## src/rtl/core/lai_pkg.sv

```systemverilog
// Shared constants, register codes and types for the leaky activity integrator.
package lai_pkg;

    localparam int CHANNELS  = 6;
    localparam int CH_W      = 3;
    localparam int SAMPLE_W  = 10;
    localparam int GAIN_W    = 5;
    localparam int LVL_W     = 15;
    localparam int CFG_W     = 60;
    localparam int CFG_IDX_W = 3;
    localparam int ADDR_W    = (CHANNELS > 1) ? $clog2(CHANNELS) : 1;
    // Fixed lane packing of the register file
    localparam int LANES     = 6;
    localparam int LO_LANES  = 4;
    localparam int SUM_W     = LVL_W + 2;

    // Register reset values
    localparam logic [29:0] GAIN_RST     = 30'd346368330;
    localparam logic [59:0] DAMP_LO_RST  = 60'd140741783453700;
    localparam logic [29:0] DAMP_HI_RST  = 30'd131076;
    localparam logic [59:0] MAX_LO_RST   = 60'd351854458634250000;
    localparam logic [29:0] MAX_HI_RST   = 30'd327690000;

    // Configuration register indexes
    typedef enum logic [CFG_IDX_W-1:0] {
        CFG_GAIN    = 3'd0,
        CFG_DAMP_LO = 3'd1,
        CFG_DAMP_HI = 3'd2,
        CFG_MAX_LO  = 3'd3,
        CFG_MAX_HI  = 3'd4
    } cfg_idx_t;

    // Per-channel limits handed to the update stage
    typedef struct packed {
        logic [LVL_W-1:0] damp;
        logic [LVL_W-1:0] ceil;
    } lane_lim_t;

    // One stored channel entry
    typedef struct packed {
        logic [LVL_W-1:0] prev;
        logic [LVL_W-1:0] level;
    } chan_state_t;

endpackage

```

## src/rtl/core/lai_cfg_regs.sv

```systemverilog
// Configuration register file with per-channel gain and limit lookup.
module lai_cfg_regs (
    input  logic                           aclk,
    input  logic                           aresetn,
    input  logic                           cfg_valid,
    output logic                           cfg_ready,
    input  logic [lai_pkg::CFG_IDX_W-1:0]  cfg_index,
    input  logic [lai_pkg::CFG_W-1:0]      cfg_data,
    input  logic [lai_pkg::CH_W-1:0]       gain_ch,
    output logic [lai_pkg::GAIN_W-1:0]     gain,
    input  logic [lai_pkg::CH_W-1:0]       lim_ch,
    output lai_pkg::lane_lim_t             lim
);
    import lai_pkg::*;

    logic [29:0] gain_reg;
    logic [59:0] damp_lo_reg;
    logic [29:0] damp_hi_reg;
    logic [59:0] max_lo_reg;
    logic [29:0] max_hi_reg;
    logic [LANES*LVL_W-1:0] damp_all;
    logic [LANES*LVL_W-1:0] max_all;

    assign cfg_ready = 1'b1;

    // Register writes; unknown indexes are dropped
    always_ff @(posedge aclk) begin
        if (!aresetn) begin
            gain_reg    <= GAIN_RST;
            damp_lo_reg <= DAMP_LO_RST;
            damp_hi_reg <= DAMP_HI_RST;
            max_lo_reg  <= MAX_LO_RST;
            max_hi_reg  <= MAX_HI_RST;
        end else if (cfg_valid && cfg_ready) begin
            unique case (cfg_index)
                CFG_GAIN:    gain_reg    <= cfg_data[29:0];
                CFG_DAMP_LO: damp_lo_reg <= cfg_data;
                CFG_DAMP_HI: damp_hi_reg <= cfg_data[29:0];
                CFG_MAX_LO:  max_lo_reg  <= cfg_data;
                CFG_MAX_HI:  max_hi_reg  <= cfg_data[29:0];
                default: ;
            endcase
        end
    end

    assign damp_all = {damp_hi_reg, damp_lo_reg};
    assign max_all  = {max_hi_reg, max_lo_reg};

    // Lane selects; out-of-range channels read as zero
    always_comb begin
        gain = '0;
        lim  = '0;
        if (gain_ch < CH_W'(LANES)) begin
            gain = gain_reg[GAIN_W*gain_ch +: GAIN_W];
        end
        if (lim_ch < CH_W'(LANES)) begin
            lim.damp = damp_all[LVL_W*lim_ch +: LVL_W];
            lim.ceil = max_all[LVL_W*lim_ch +: LVL_W];
        end
    end

endmodule

```

## src/rtl/core/leaky_activity_integrator_core.sv

```systemverilog
// Top level of the leaky activity integrator: channel state memory and update pipeline.
//
// Usage:
//   Input words (s_channel, s_sample) arrive on a valid/ready channel; each
//   produces exactly one result word (m_channel_out, m_activity) on the
//   m_ valid/ready channel, in order.
//   The sample is scaled and the channel entry read from the state memory
//   as the word is taken; the level is updated and the result registered,
//   raising m_valid, when the word leaves the update stage.
//   Throughput is one word per cycle while the receiver keeps up. The state
//   memory is read at accept time and written when the word leaves the
//   update stage; a write-back register forwards the latest entry, so
//   same-channel words may follow back to back.
//   Reset clears all levels and stored samples to zero through per-entry
//   valid flags, so the block is ready as soon as reset is released.
//   When the receiver stalls, the result register holds, the update stage
//   holds one more word, and s_ready drops until the result is taken.
//   Configuration words may be written at any time the block is idle.
//
module leaky_activity_integrator_core (
    input  logic                           aclk,
    input  logic                           aresetn,
    input  logic                           s_valid,
    output logic                           s_ready,
    input  logic [lai_pkg::CH_W-1:0]       s_channel,
    input  logic [lai_pkg::SAMPLE_W-1:0]   s_sample,
    output logic                           m_valid,
    input  logic                           m_ready,
    output logic [lai_pkg::CH_W-1:0]       m_channel_out,
    output logic [lai_pkg::LVL_W-1:0]      m_activity,
    input  logic                           cfg_valid,
    output logic                           cfg_ready,
    input  logic [lai_pkg::CFG_IDX_W-1:0]  cfg_index,
    input  logic [lai_pkg::CFG_W-1:0]      cfg_data
);
    import lai_pkg::*;

    // State memory and its valid flags
    chan_state_t            mem [CHANNELS];
    logic [CHANNELS-1:0]    vld_reg;
    chan_state_t            rd_data_reg;
    logic                   rd_vld_reg;

    // Update stage
    logic                   s1_valid_reg;
    logic                   s1_inrange_reg;
    logic [CH_W-1:0]        s1_ch_reg;
    logic [LVL_W-1:0]       s1_scaled_reg;

    // Write-back forwarding
    logic                   wb_valid_reg;
    logic [ADDR_W-1:0]      wb_addr_reg;
    chan_state_t            wb_data_reg;

    // Result register
    logic                   m_valid_reg;
    logic [CH_W-1:0]        m_channel_out_reg;
    logic [LVL_W-1:0]       m_activity_reg;

    logic                   accept;
    logic                   in_range;
    logic                   advance;
    logic                   mem_we;
    logic [ADDR_W-1:0]      rd_addr;
    logic [ADDR_W-1:0]      s1_addr;
    logic [GAIN_W-1:0]      gain;
    logic [LVL_W-1:0]       scaled_next;
    lane_lim_t              lim;
    chan_state_t            cur;
    chan_state_t            upd;
    logic [LVL_W-1:0]       diff;
    logic signed [SUM_W-1:0] sum;

    lai_cfg_regs u_cfg (
        .aclk      (aclk),
        .aresetn   (aresetn),
        .cfg_valid (cfg_valid),
        .cfg_ready (cfg_ready),
        .cfg_index (cfg_index),
        .cfg_data  (cfg_data),
        .gain_ch   (s_channel),
        .gain      (gain),
        .lim_ch    (s1_ch_reg),
        .lim       (lim)
    );

    // Handshake
    assign advance = s1_valid_reg && (!m_valid_reg || m_ready);
    assign s_ready = !s1_valid_reg || advance;
    assign accept  = s_valid && s_ready;
    assign in_range = (s_channel < CH_W'(CHANNELS));
    assign rd_addr = s_channel[ADDR_W-1:0];
    assign s1_addr = s1_ch_reg[ADDR_W-1:0];
    assign mem_we  = advance && s1_inrange_reg;

    // Scale at accept: 10x5 product, at most 31713
    assign scaled_next = LVL_W'(s_sample * gain);

    always_ff @(posedge aclk) begin
        if (!aresetn) begin
            s1_valid_reg <= 1'b0;
        end else if (s_ready) begin
            s1_valid_reg <= s_valid;
        end
    end

    always_ff @(posedge aclk) begin
        if (accept) begin
            s1_ch_reg      <= s_channel;
            s1_inrange_reg <= in_range;
            s1_scaled_reg  <= scaled_next;
        end
    end

    // Memory read at accept, write when the word leaves the update stage
    always_ff @(posedge aclk) begin
        if (accept && in_range) begin
            rd_data_reg <= mem[rd_addr];
        end
        if (mem_we) begin
            mem[s1_addr] <= upd;
        end
    end

    always_ff @(posedge aclk) begin
        if (!aresetn) begin
            vld_reg    <= '0;
            rd_vld_reg <= 1'b0;
        end else begin
            if (accept && in_range) begin
                rd_vld_reg <= vld_reg[rd_addr];
            end
            if (mem_we) begin
                vld_reg[s1_addr] <= 1'b1;
            end
        end
    end

    // Last write holds the newest entry for its channel
    always_ff @(posedge aclk) begin
        if (!aresetn) begin
            wb_valid_reg <= 1'b0;
        end else if (mem_we) begin
            wb_valid_reg <= 1'b1;
        end
    end

    always_ff @(posedge aclk) begin
        if (mem_we) begin
            wb_addr_reg <= s1_addr;
            wb_data_reg <= upd;
        end
    end

    // Entry select: forwarded, read, or reset value
    always_comb begin
        if (wb_valid_reg && (wb_addr_reg == s1_addr)) begin
            cur = wb_data_reg;
        end else if (rd_vld_reg) begin
            cur = rd_data_reg;
        end else begin
            cur = '0;
        end
    end

    // Level update with saturation to 0..ceil
    always_comb begin
        diff = (s1_scaled_reg >= cur.prev) ? (s1_scaled_reg - cur.prev)
                                           : (cur.prev - s1_scaled_reg);
        sum  = $signed({2'b00, cur.level}) + $signed({2'b00, diff})
             - $signed({2'b00, lim.damp});
        upd.prev = s1_scaled_reg;
        if (sum < 0) begin
            upd.level = '0;
        end else if (sum[SUM_W-2:0] > {1'b0, lim.ceil}) begin
            upd.level = lim.ceil;
        end else begin
            upd.level = sum[LVL_W-1:0];
        end
    end

    // Result register
    always_ff @(posedge aclk) begin
        if (!aresetn) begin
            m_valid_reg <= 1'b0;
        end else if (advance) begin
            m_valid_reg <= 1'b1;
        end else if (m_ready) begin
            m_valid_reg <= 1'b0;
        end
    end

    always_ff @(posedge aclk) begin
        if (advance) begin
            m_channel_out_reg <= s1_ch_reg;
            m_activity_reg    <= s1_inrange_reg ? upd.level : '0;
        end
    end

    assign m_valid       = m_valid_reg;
    assign m_channel_out = m_channel_out_reg;
    assign m_activity    = m_activity_reg;

    // Out-of-range channels never report activity
    a_oor_zero: assert property (@(posedge aclk) disable iff (!aresetn)
        m_valid && (m_channel_out >= CH_W'(CHANNELS)) |-> m_activity == '0)
        else $error("activity reported for out-of-range channel");

    // A memory write always comes from a live in-range word
    a_we_src: assert property (@(posedge aclk) disable iff (!aresetn)
        mem_we |-> s1_valid_reg && s1_inrange_reg)
        else $error("state write without a valid in-range word");

    // Forwarding register tracks the last write
    a_wb_track: assert property (@(posedge aclk) disable iff (!aresetn)
        mem_we |=> wb_valid_reg && (wb_addr_reg == $past(s1_addr)))
        else $error("write-back register out of step with memory write");

    // Empty pipeline always takes input
    a_empty_ready: assert property (@(posedge aclk) disable iff (!aresetn)
        !s1_valid_reg |-> s_ready)
        else $error("input stalled while update stage is empty");

    // A word leaves the update stage only into a free result register
    a_no_overwrite: assert property (@(posedge aclk) disable iff (!aresetn)
        m_valid_reg && !m_ready |-> !advance)
        else $error("result overwritten while stalled");

endmodule

```

## config.mk

```make
export PLATFORM = sky130hd
export DESIGN_NAME = leaky_activity_integrator_core
export DESIGN_NICKNAME = d
export VERILOG_FILES = /design/src/rtl/core/lai_pkg.sv /design/src/rtl/core/lai_cfg_regs.sv /design/src/rtl/core/leaky_activity_integrator_core.sv
export SDC_FILE = /design/constraint.sdc
export NUM_CORES = 1
export LEC_CHECK = 0
export ABC_CLOCK_PERIOD_IN_PS = 9000
export BUFFER_PORTS_ARGS = -buffer_cell sky130_fd_sc_hd__buf_2
export CORE_ASPECT_RATIO = 0.8
export CORE_MARGIN = 2
export CORE_UTILIZATION = 62
export CTS_CLUSTER_DIAMETER = 40
export DETAILED_ROUTE_END_ITERATION = 7
export PLACE_DENSITY = 0.92
export SLEW_MARGIN = 20
export SYNTH_ARGS = -nofsm -noshare
export SYNTH_HDL_FRONTEND = slang
export SYNTH_SLANG_ARGS = --single-unit
```

## constraint.sdc

```tcl
create_clock -name aclk -period 9 [get_ports aclk]
set_clock_uncertainty 0.1 [all_clocks]
set_input_delay 1.8 -clock aclk [delete_from_list [all_inputs] [get_ports aclk]]
set_output_delay 1.8 -clock aclk [all_outputs]
set_load 0.01 [all_outputs]
```

# [Word-level counts from Yosys, hierarchy flattened]
# Memories as Yosys holds them, arrays and structs flattened. A register that Yosys moved wholly into a read port is not among the register bits.
# Index checks and enable logic that the tools add are counted.
[word_totals] register_bits=290 ramBits=180 inputBits=81 out_inout_bits=21 wordCells=75 mem_count=1
[classes] add_sub_neg=4 mul=3 n_lt_le_gt_ge=8 n_eq_ne=5 shifts=3 mux=15 bitwise_logic=1 reduce_logical=17
[mem_list] memory="mem" words=6 width=30 rd=1 rd_clocked_by_memory_dff=1 wr=1 line_no="leaky_activity_integrator_core.sv:39" rtl="chan_state_t mem [CHANNELS];"
[ops] op="indexed part select 90 x 8 -> 15 bit" n=2
[ops] op="2-to-1 mux 30 bit" n=3
[ops] op="2-to-1 mux 15 bit" n=3
[ops] op="indexed part select 30 x 7 -> 5 bit" n=1
[ops] op="subtractor 15 bit" n=2
[ops] op="less-than comparator 17 x 1 -> 1 bit (second input constant)" n=1
[ops] op="subtractor 16 x 15 -> 17 bit" n=1
[ops] op="adder 15 x 15 -> 16 bit" n=1
[ops] op="greater-than comparator 16 x 15 -> 1 bit" n=1
[ops] op=">= comparator 15 bit" n=1
[ops] op="multiplier 10 x 5 -> 15 bit" n=1
[ops] op="AND reduction 2 bit" n=5
[ops] op="less-than comparator 3 x 4 -> 1 bit (second input constant)" n=2
[ops] op="multiplier 4 x 3 -> 7 bit (first input constant)" n=1
[ops] op="equality test 3 x 2 -> 1 bit (second input constant)" n=2
[ops] op="logical AND 1 bit" n=6
[ops] op="less-than comparator 3 bit (second input constant)" n=2
[ops] op="multiplier 3 x 3 -> 6 bit (first input constant)" n=1
[ops] op="2-to-1 mux 1 bit" n=6
[ops] op="bitwise OR 6 bit" n=1
[ops] op="2-to-1 mux 5 bit" n=1
[ops] op="binary-select mux 1 bit (select 3 bit)" n=1
[ops] op="demux 1 bit (select 3 bit)" n=1
[ops] op="equality test 3 x 1 -> 1 bit (second input constant)" n=1
[ops] op="other kinds (7)" n=9

# [Depth between registers and ports, before layout]
# Gate-level depths: netlist of the first run.
[depth] depth_word=10 depth_mapped=34 depth_no_buf=30

# [Modules after synthesis]
# Synthesis of the first run repeated with hierarchy kept, for this count alone.
[unflattened] cells_unflattened=2300 hier_area_um2=24478.5
[by_module_without_submodules] module="leaky_activity_integrator_core" n_inst=1 cells_each=1213 area_each_um2=15397.3 seq_area_each_um2=8608.3
[by_module_without_submodules] module="lai_cfg_regs" n_inst=1 cells_each=1087 area_each_um2=9081.2 seq_area_each_um2=4204.0

# [Worst setup path before layout of the first run]
# No wires, ideal clock.
[synth_timing] path_type="flip-flop to flip-flop" startpoint="register s1_ch_reg[0] (netlist: s1_addr[0])" endpoint="memory mem[0][11] in the netlist's numbering, data pin" setup_time_ps=266 t_arrival_ps=7053 required_time_ps=8634 setup_slack_ps=1580 stages_incl_launch_ff=31 path_buffers=5 synth_period_minus_slack_ps=7420 cell_sequence="edfxtp_1 > xnor2_1 > and4_1 > clkbuf_1 > clkbuf_1 > o21ai_0 > ha_1 > clkbuf_1 > a21oi_1 > a21oi_1 > o31ai_1 > o211ai_2 > buf_2 > mux2i_1 > fa_1 > fa_1 > a21oi_1 > o211ai_1 > o311ai_1 > a21oi_1 > o21ai_1 > nand2b_1 > xnor2_1 > ha_1 > and3_1 > nand2_1 > or3_1 > nand2_1 > nand2_4 > buf_6 > a211oi_1"
[synth_rtl] item="start: declaration" line_no="leaky_activity_integrator_core.sv:47" rtl="logic [CH_W-1:0] s1_ch_reg;"
[synth_rtl] item="start signal: assignment" line_no="leaky_activity_integrator_core.sv:109" rtl="s1_ch_reg <= s_channel;"
[synth_rtl] item="end: declaration" line_no="leaky_activity_integrator_core.sv:39"

==> tab_implementation.tex, run 1 <==
\begin{tabular}{lr}
\hline
Metric & Value \\
\hline
\multicolumn{2}{l}{\textbf{Flow run}} \\
\# Max-Cap Violations & 0 \\
\multicolumn{2}{l}{\textbf{CTS}} \\
Max H-tree Level & 2 \\
Cts-stage hold buffer count & 0 \\
Root Driver & sky130\_fd\_sc\_hd\_\_clkbuf\_16 \\
Setup repair bufs after CTS & 0 \\
TritonCTS Buffers & 52 \\
\# clock sinks & 500 \\
Max clock buf depth & 3 \\
TritonCTS clock tree & done \\
Insertion delay to the later sink of the worst-skew pair & 590 ps \\
Post-cts resize count & 0 \\
Clock transition time at the flip-flop clock pins of the worst setup and hold paths & 60 ps \\
\multicolumn{2}{l}{\textbf{Timing}} \\
RSZ-0062 raised after global routing & yes \\
Final hold violation count & 0 \\
Achievable Freq & 0.114 GHz \\
Smallest hold slack & 365 ps \\
Final Slew Violations & 0 \\
Tmin final & 8740 ps \\
Part of the cycle the worst path needs & 97.1\% \\
Max-slew headroom at the worst pin & 22.0\% \\
Transition at the pin with the smallest max-transition slack & 1170 ps \\
Count of endpoints failing setup in the final report & 0 \\
\multicolumn{2}{l}{\textbf{Logic synthesis}} \\
Register area share after synthesis & 53.5\% \\
Flip-flop cell with the highest count after synthesis & sky130\_fd\_sc\_hd\_\_edfxtp\_1 \\
Number of cells produced by synthesis & 2253 \\
Number of synthesized flops with an enable pin & 280 \\
Number of storage elements in the synthesis netlist & 500 \\
Post-synthesis mux area share & 5.26\% \\
Compound-gate portion of the synthesized area & 14.0\% \\
Count of yosys warnings during synthesis & 0 \\
Post-Synthesis Mean Instance Area & 10.6 um\^{}2 \\
Post-synth design cell area & 24000 um\^{}2 \\
Post-synth ARST share & 0\% \\
Dominant combinational cell family by area after synthesis & simple AND/OR/NAND/NOR gates \\
Synth Area in XOR/XNOR & 1.53\% \\
Post-synthesis share of cell area spent on full adders, half adders and majority gates & 7.76\% \\
Post-synthesis simple-gate area fraction & 14.4\% \\
Library cells used by synthesis & 62 \\
Net count after synthesis & 2458 \\
\multicolumn{2}{l}{\textbf{Status}} \\
Run status & completed \\
\multicolumn{2}{l}{\textbf{Setup path}} \\
Max incr delay on CP & 790 ps \\
Worst setup EP type & register \\
Most Frequent Cell on Critical Path & sky130\_fd\_sc\_hd\_\_ha\_1 \\
Master of the slowest instance on the critical path & sky130\_fd\_sc\_hd\_\_a211oi\_1 \\
Worst EP arrival & 8870 ps \\
CP required & 9140 ps \\
Critical Path Source Type & register \\
Critical Setup Path Class & register to register \\
Critical path fanouts, max & 31 \\
\multicolumn{2}{l}{\textbf{Route}} \\
Vias post-DR & 18173 \\
First DRT Iteration DRCs & 2580 \\
Vias per cell & 6.39 \\
Antenna viol nets, final & 0 \\
Post-route DRC violation count & 0 \\
Wirelength per Cell & 23.1 um \\
DRT Pass-1 Iters & 6 \\
Wire length reported by the detailed router & about 66 mm \\
\multicolumn{2}{l}{\textbf{Power}} \\
Peak ir drop on the vdd network & 0.251 mV \\
Combinational share of power & 31.4\% \\
Internal power summed over all cells & a little under 5 mW \\
Net switching fraction of the power & about a third \\
Net Switching & around 2.5 mW \\
Share of power burned in the clock network & 29.6\% \\
Proportion of power drawn by flip-flops and latches & 39.0\% \\
Leakage power total & 10.1 nW \\
Power density over cell area & 278 nW/um\^{}2 \\
\multicolumn{2}{l}{\textbf{Finish}} \\
Share of post-route cells with drive strength above 1 & 11.8\% \\
Core occupancy in the finished layout & 69.8\% \\
Number of flip-flops under the largest register name & 180 \\
Synth-to-Final Area Change & 11.2\% \\
Final nets & 2507 \\
Final instance area & approximately 27000 um\^{}2 \\
Post-route insts no fill & 2842 \\
Leading cell types in the layout, fill and taps excluded & sky130\_fd\_sc\_hd\_\_nand2\_1, sky130\_fd\_sc\_hd\_\_edfxtp\_1, sky130\_fd\_sc\_hd\_\_dfxtp\_1 \\
Commonest non-fill, non-tap cell in the layout & sky130\_fd\_sc\_hd\_\_nand2\_1 \\
Number of filler instances in the final layout & roughly 2500 \\
\multicolumn{2}{l}{\textbf{Global routing}} \\
Initial antenna violation count & 1 \\
Total routing usage reported by global routing & around a third \\
Maximum number of pins on one net before global-route repair & 135 \\
Vias in the first global route & 17668 \\
Overall overflow remaining after global route & 0 \\
Global-route wire length before repair & 100 mm \\
\multicolumn{2}{l}{\textbf{Placed design}} \\
GPL Wtd Cong & 0.986 \\
Final HPWL from detailed placement & 43.9 mm \\
Placed standard-cell area & 24800 um\^{}2 \\
Buffers added on ports & 100 \\
Cell count after placement & 2742 \\
\multicolumn{2}{l}{\textbf{Floorplan}} \\
Cell Rows & 64 \\
Initial core utilization & 62.8\% \\
Total die area & $\sim$40000 um\^{}2 \\
Standard cell core area & 38200 um\^{}2 \\
Die H & between 150 and 200 um \\
\# IOs & 102 \\
Width of the chip & between 200 and 250 um \\
\multicolumn{2}{l}{\textbf{Hold path}} \\
Tightest Hold Check Type & register to register \\
\hline
\end{tabular}
worst max-delay path: cells and delay by family, from the launching register on:
kind | cells | cell delay, ps
DFF | 1 | 520
AOI/OAI and AO/OA | 10 | 2850
xor gates and xnor gates | 3 | 670
buffers and inverters | 1 | 320
adders and majority gates | 4 | 1610
and+or+nand+nor | 9 | 1990
muxes | 1 | 320
kinds of logic (layout without fill, tap and decap cells):
family	Yosys count	after routing
compound gates	477	477
flops	500	500
fa+ha+maj	124	124
buf+inv	224	316
mux	81	81
other cells	1	3
simple gates	807	807
xor+xnor	39	39
stage by stage:
stage | total power, mW | setup slack [ps] | setup TNS (ps)
finish | 7.40 | 264 | 0
global route | 7.72 | -259 | -11780
CTS | 7.34 | 278 | 0
detailed placement | 5.17 | 331 | 0
global placement | 5.07 | 625 | 0
floorplan | 4.57 | 1580 | 0
power groups by stage:
stage          clock (mW)  combinational (mW)  sequential, mW
4_1_cts              2.20                2.26            2.88
5_1_grt              2.29                2.53            2.90
2_1_floorplan           0                1.66            2.90
3_3_place_gp            0                2.15            2.93
3_5_place_dp            0                2.24            2.93
6_report             2.19                2.33            2.89
area by class of cell:
type	instances	area (um^2)	share of cell area [%]
Tap cell	495	619	2.32
Antenna cell	2	5.00	0.0188
Sequential cell	500	12800	48.1
Inverter	86	323	1.21
Multi-Input combinational cell	1529	10300	38.8
Clock buffer	69	1420	5.32
Timing Repair Buffer	133	773	2.90
Clock inverter	28	345	1.30
worst paths after layout:
kind	from	to	slack (ps)	cells after the start
worst max register to register	s1_addr[1]	wb_data_reg[6]	260	28
worst min register to register	u_cfg.max_lo_reg[27]	u_cfg.max_lo_reg[27]	370	2
worst max-delay path	s1_addr[1]	wb_data_reg[6]	260	28
worst min-delay path	u_cfg.max_lo_reg[27]	u_cfg.max_lo_reg[27]	370	2
Yosys cell counts (8+ instances only):
cell type | count | share of area [%]
sky130_fd_sc_hd__ha_1 | 83 | 4.3
sky130_fd_sc_hd__inv_1 | 86 | 1.3
sky130_fd_sc_hd__nand2_1 | 575 | 9.0
sky130_fd_sc_hd__dfxtp_1 | 220 | 18
sky130_fd_sc_hd__nand2b_1 | 12 | 0.31
sky130_fd_sc_hd__edfxtp_1 | 280 | 35
sky130_fd_sc_hd__nor3_1 | 25 | 0.52
sky130_fd_sc_hd__xor2_1 | 10 | 0.37
sky130_fd_sc_hd__a21oi_1 | 56 | 1.2
sky130_fd_sc_hd__o21ai_0 | 61 | 1.3
sky130_fd_sc_hd__xnor2_1 | 27 | 0.99
sky130_fd_sc_hd__nand4_1 | 8 | 0.21
sky130_fd_sc_hd__a221oi_1 | 23 | 0.84
sky130_fd_sc_hd__nor2_1 | 18 | 0.28
sky130_fd_sc_hd__a211oi_1 | 24 | 0.75
sky130_fd_sc_hd__a21o_1 | 19 | 0.60
sky130_fd_sc_hd__and2_1 | 19 | 0.50
sky130_fd_sc_hd__fa_1 | 41 | 3.4
sky130_fd_sc_hd__o21a_1 | 12 | 0.38
sky130_fd_sc_hd__mux2i_1 | 45 | 1.9
sky130_fd_sc_hd__mux4_2 | 36 | 3.4
sky130_fd_sc_hd__o21ai_1 | 8 | 0.17
sky130_fd_sc_hd__and3_1 | 14 | 0.37
sky130_fd_sc_hd__a21boi_0 | 164 | 5.1
sky130_fd_sc_hd__a22oi_1 | 69 | 2.2
sky130_fd_sc_hd__nand3_1 | 86 | 1.8
sky130_fd_sc_hd__nor2b_1 | 31 | 0.81
sky130_fd_sc_hd__clkbuf_1 | 123 | 1.9
metal layers:
layer | wire length (um) | GRT usage [%] | vias up | share of wire (%)
met5 | 0 | 0 | - | 0
met2 | 29100 | 49.3 | 1114 | 44
met4 | 2660 | 12.7 | 0 | 4.1
li1 | - | - | 8063 | -
met3 | 7840 | 6.95 | 198 | 12
met1 | 26000 | 45.9 | 8798 | 40
Note: power is estimated with default switching activity, not from simulation.
==> run 2, diff against run 1 <==
--- a/config.mk
+++ b/config.mk
@@ -9,10 +9,10 @@
 export BUFFER_PORTS_ARGS = -buffer_cell sky130_fd_sc_hd__buf_2
 export CORE_ASPECT_RATIO = 0.8
 export CORE_MARGIN = 2
-export CORE_UTILIZATION = 62
+export CORE_UTILIZATION = 55
 export CTS_CLUSTER_DIAMETER = 40
 export DETAILED_ROUTE_END_ITERATION = 7
-export PLACE_DENSITY = 0.92
+export PLACE_DENSITY = 0.84
 export SLEW_MARGIN = 20
 export SYNTH_ARGS = -nofsm -noshare
 export SYNTH_HDL_FRONTEND = slang
==> run 2 against run 1 <==
Global-route usage is 3.0 points lower. Clock power is 5% lower. Worst setup slack better by 250 ps. Clock-buffer cell count is 2 higher. Routed wire length is 1.4% higher. Via count is 1.1% lower. Critical endpoint is now mem[2][1]. Highest routed layer unchanged.
==> tab_implementation.tex, run 2 (same netlist as run 1, synthesis figures left out) <==
\begin{tabular}{lr}
\hline
Metric & Value \\
\hline
\multicolumn{2}{l}{\textbf{Status}} \\
Run status & completed \\
\multicolumn{2}{l}{\textbf{CTS}} \\
Max H-tree Level & 2 \\
TritonCTS clock tree & done \\
Insertion delay to the later sink of the worst-skew pair & 600 ps \\
Root Driver & sky130\_fd\_sc\_hd\_\_clkbuf\_16 \\
Max clock buf depth & 3 \\
\# clock sinks & 500 \\
TritonCTS Buffers & 49 \\
Setup repair bufs after CTS & 0 \\
Clock transition time at the flip-flop clock pins of the worst setup and hold paths & 60 ps \\
\multicolumn{2}{l}{\textbf{Power}} \\
Peak ir drop on the vdd network & 0.296 mV \\
Internal power summed over all cells & 4.83 mW \\
Power density over cell area & approximately 280 nW/um\^{}2 \\
Net switching fraction of the power & around 35\% \\
Share of power burned in the clock network & 28.2\% \\
Leakage power total & about 10 nW \\
Combinational share of power & between 30\% and 40\% \\
Net Switching & $\sim$2.6 mW \\
Proportion of power drawn by flip-flops and latches & 39.0\% \\
\multicolumn{2}{l}{\textbf{Setup path}} \\
FF-to-FF End & mem[2][1] \\
Worst EP arrival & 8660 ps \\
Critical Setup Path Class & register to register \\
CP required & 9180 ps \\
Critical Path Source Type & register \\
Worst setup EP type & register \\
Master of the slowest instance on the critical path & sky130\_fd\_sc\_hd\_\_a211oi\_1 \\
Reg-to-reg setup timing slack & 520 ps \\
Launch point of the critical path & s1\_addr[2] \\
Most Frequent Cell on Critical Path & sky130\_fd\_sc\_hd\_\_ha\_1 \\
Setup crit end & mem[2][1] \\
Launch point of the worst reg-to-reg path & s1\_addr[2] \\
Worst Reg2Reg Path Length in Cells & 30 \\
Max incr delay on CP & 710 ps \\
Critical path fanouts, max & 22 \\
\multicolumn{2}{l}{\textbf{Route}} \\
Vias post-DR & 17970 \\
Post-route DRC violation count & 0 \\
First DRT Iteration DRCs & roughly 2300 \\
Vias per cell & 6.17 \\
Antenna viol nets, final & 0 \\
Wirelength per Cell & 22.8 um \\
DRT Pass-1 Iters & 5 \\
Wire length reported by the detailed router & between 60 and 70 mm \\
\multicolumn{2}{l}{\textbf{Finish}} \\
Share of post-route cells with drive strength above 1 & 12.0\% \\
Number of filler instances in the final layout & 3311 \\
Final nets & 2513 \\
Number of flip-flops under the largest register name & 180 \\
Commonest non-fill, non-tap cell in the layout & sky130\_fd\_sc\_hd\_\_nand2\_1 \\
Leading cell types in the layout, fill and taps excluded & sky130\_fd\_sc\_hd\_\_nand2\_1, sky130\_fd\_sc\_hd\_\_edfxtp\_1, sky130\_fd\_sc\_hd\_\_dfxtp\_1 \\
Synth-to-Final Area Change & 11.3\% \\
Post-route insts no fill & 2911 \\
\multicolumn{2}{l}{\textbf{Timing}} \\
RSZ-0062 raised after global routing & yes \\
Final hold violation count & 0 \\
Transition at the pin with the smallest max-transition slack & 1230 ps \\
Tmin final & 8480 ps \\
Count of endpoints failing setup in the final report & 0 \\
Setup\_tns & 0 ps \\
Part of the cycle the worst path needs & a little over nine tenths \\
Achievable Freq & 0.118 GHz \\
Final worst slack & around 520 ps \\
Max-slew headroom at the worst pin & 17.7\% \\
Final Slew Violations & 0 \\
\multicolumn{2}{l}{\textbf{Placed design}} \\
Buffers added on ports & 100 \\
GPL Wtd Cong & 0.938 \\
Placement Setup Slack & $\sim$190 ps \\
Cell count after placement & 2816 \\
Final HPWL from detailed placement & 45.4 mm \\
\multicolumn{2}{l}{\textbf{Global routing}} \\
Vias in the first global route & 17189 \\
Global-route wire length before repair & $\sim$100 mm \\
Total routing usage reported by global routing & 29.4\% \\
Initial antenna violation count & 2 \\
Maximum number of pins on one net before global-route repair & 128 \\
Overall overflow remaining after global route & 0 \\
\multicolumn{2}{l}{\textbf{Floorplan}} \\
\# IOs & 102 \\
Die H & between 150 and 200 um \\
Standard cell core area & 43100 um\^{}2 \\
Initial core utilization & 55.7\% \\
Cell Rows & slightly below 70 \\
Width of the chip & between 200 and 250 um \\
Total die area & 45300 um\^{}2 \\
\multicolumn{2}{l}{\textbf{Hold path}} \\
Tightest Hold Check Type & register to register \\
\multicolumn{2}{l}{\textbf{Flow run}} \\
\# Max-Cap Violations & 0 \\
\hline
\end{tabular}
run 2: changes by cell type in the layout (fill, tap and decap cells not counted), sizes merged:
| cell | before | now |
|---|---|---|
| buf | 133 | 141 |
| bufinv | 5 | 2 |
| clkbuf | 69 | 72 |
| clkinv | 15 | 13 |
| clkinvlp | 6 | 1 |
| inv | 88 | 91 |
run 2: per-layer routing:
metal / share of wire, % / up-vias / GRT usage, %
met5: 0 / - / 0
met4: 3.0 / 0 / 9.80
met3: 11 / 126 / 6.75
met2: 43 / 964 / 43.6
met1: 42 / 8814 / 42.8
li1: - / 8066 / -
run 2: layout make-up:
class / instances / area (um^2) / area share (%)
multi-input cells: 1529 / 10400 / 38.8
clock buffers: 71 / 1410 / 5.29
well taps: 560 / 701 / 2.63
inverters: 86 / 323 / 1.21
clock inverters: 21 / 236 / 0.887
repair buffers: 142 / 825 / 3.09
diodes: 2 / 5.00 / 0.0188
flip-flops and latches: 500 / 12800 / 48.0
run 2: critical path, delay by kind of cell (launching register included):
family          cells  cell delay (ps)
fa+ha+maj           4             1530
xor+xnor            3              740
compound gates     11             3010
flops               1              540
buf+inv             2              560
simple gates       10             1710
run 2: worst min-delay path by stage:
stage | end | start | slack (ps) | cells past startpoint
after floorplan | u_cfg.gain_reg[11] | u_cfg.gain_reg[11] | 340 | 2
after global placement | vld_reg[1] | vld_reg[1] | 340 | 1
after detailed placement | vld_reg[2] | vld_reg[2] | 350 | 1
after CTS | vld_reg[2] | vld_reg[2] | 370 | 1
after global routing | u_cfg.gain_reg[20] | u_cfg.gain_reg[20] | 380 | 2
final | vld_reg[2] | vld_reg[2] | 360 | 1
run 2: stage by stage:
| step | hold WS (ps) | cell area (um^2) | utilization [%] | power, mW |
|---|---|---|---|---|
| floorplan | 335 | 24000 | - | 4.57 |
| global placement | 343 | 25000 | 58.0 | 5.16 |
| detailed placement | 352 | 25000 | 58.0 | 5.24 |
| CTS | 366 | 26600 | 61.8 | 7.30 |
| global route | 379 | 26700 | 61.9 | 7.73 |
| finish | 363 | 26700 | 61.9 | 7.39 |
run 2: timing repair:
item | 4_1_cts | 5_1_grt
endpoints found under the setup margin | 0 | 118
resized for setup | 0 | 8
hold buffers | 0 | 0
run 2: power groups by stage:
stage               Combinational (mW)  Clock, mW  Sequential [mW]
floorplan                         1.66          0             2.90
global placement                  2.24          0             2.92
detailed placement                2.30          0             2.93
CTS                               2.32       2.09             2.88
global route                      2.65       2.18             2.89
finish                            2.43       2.08             2.88
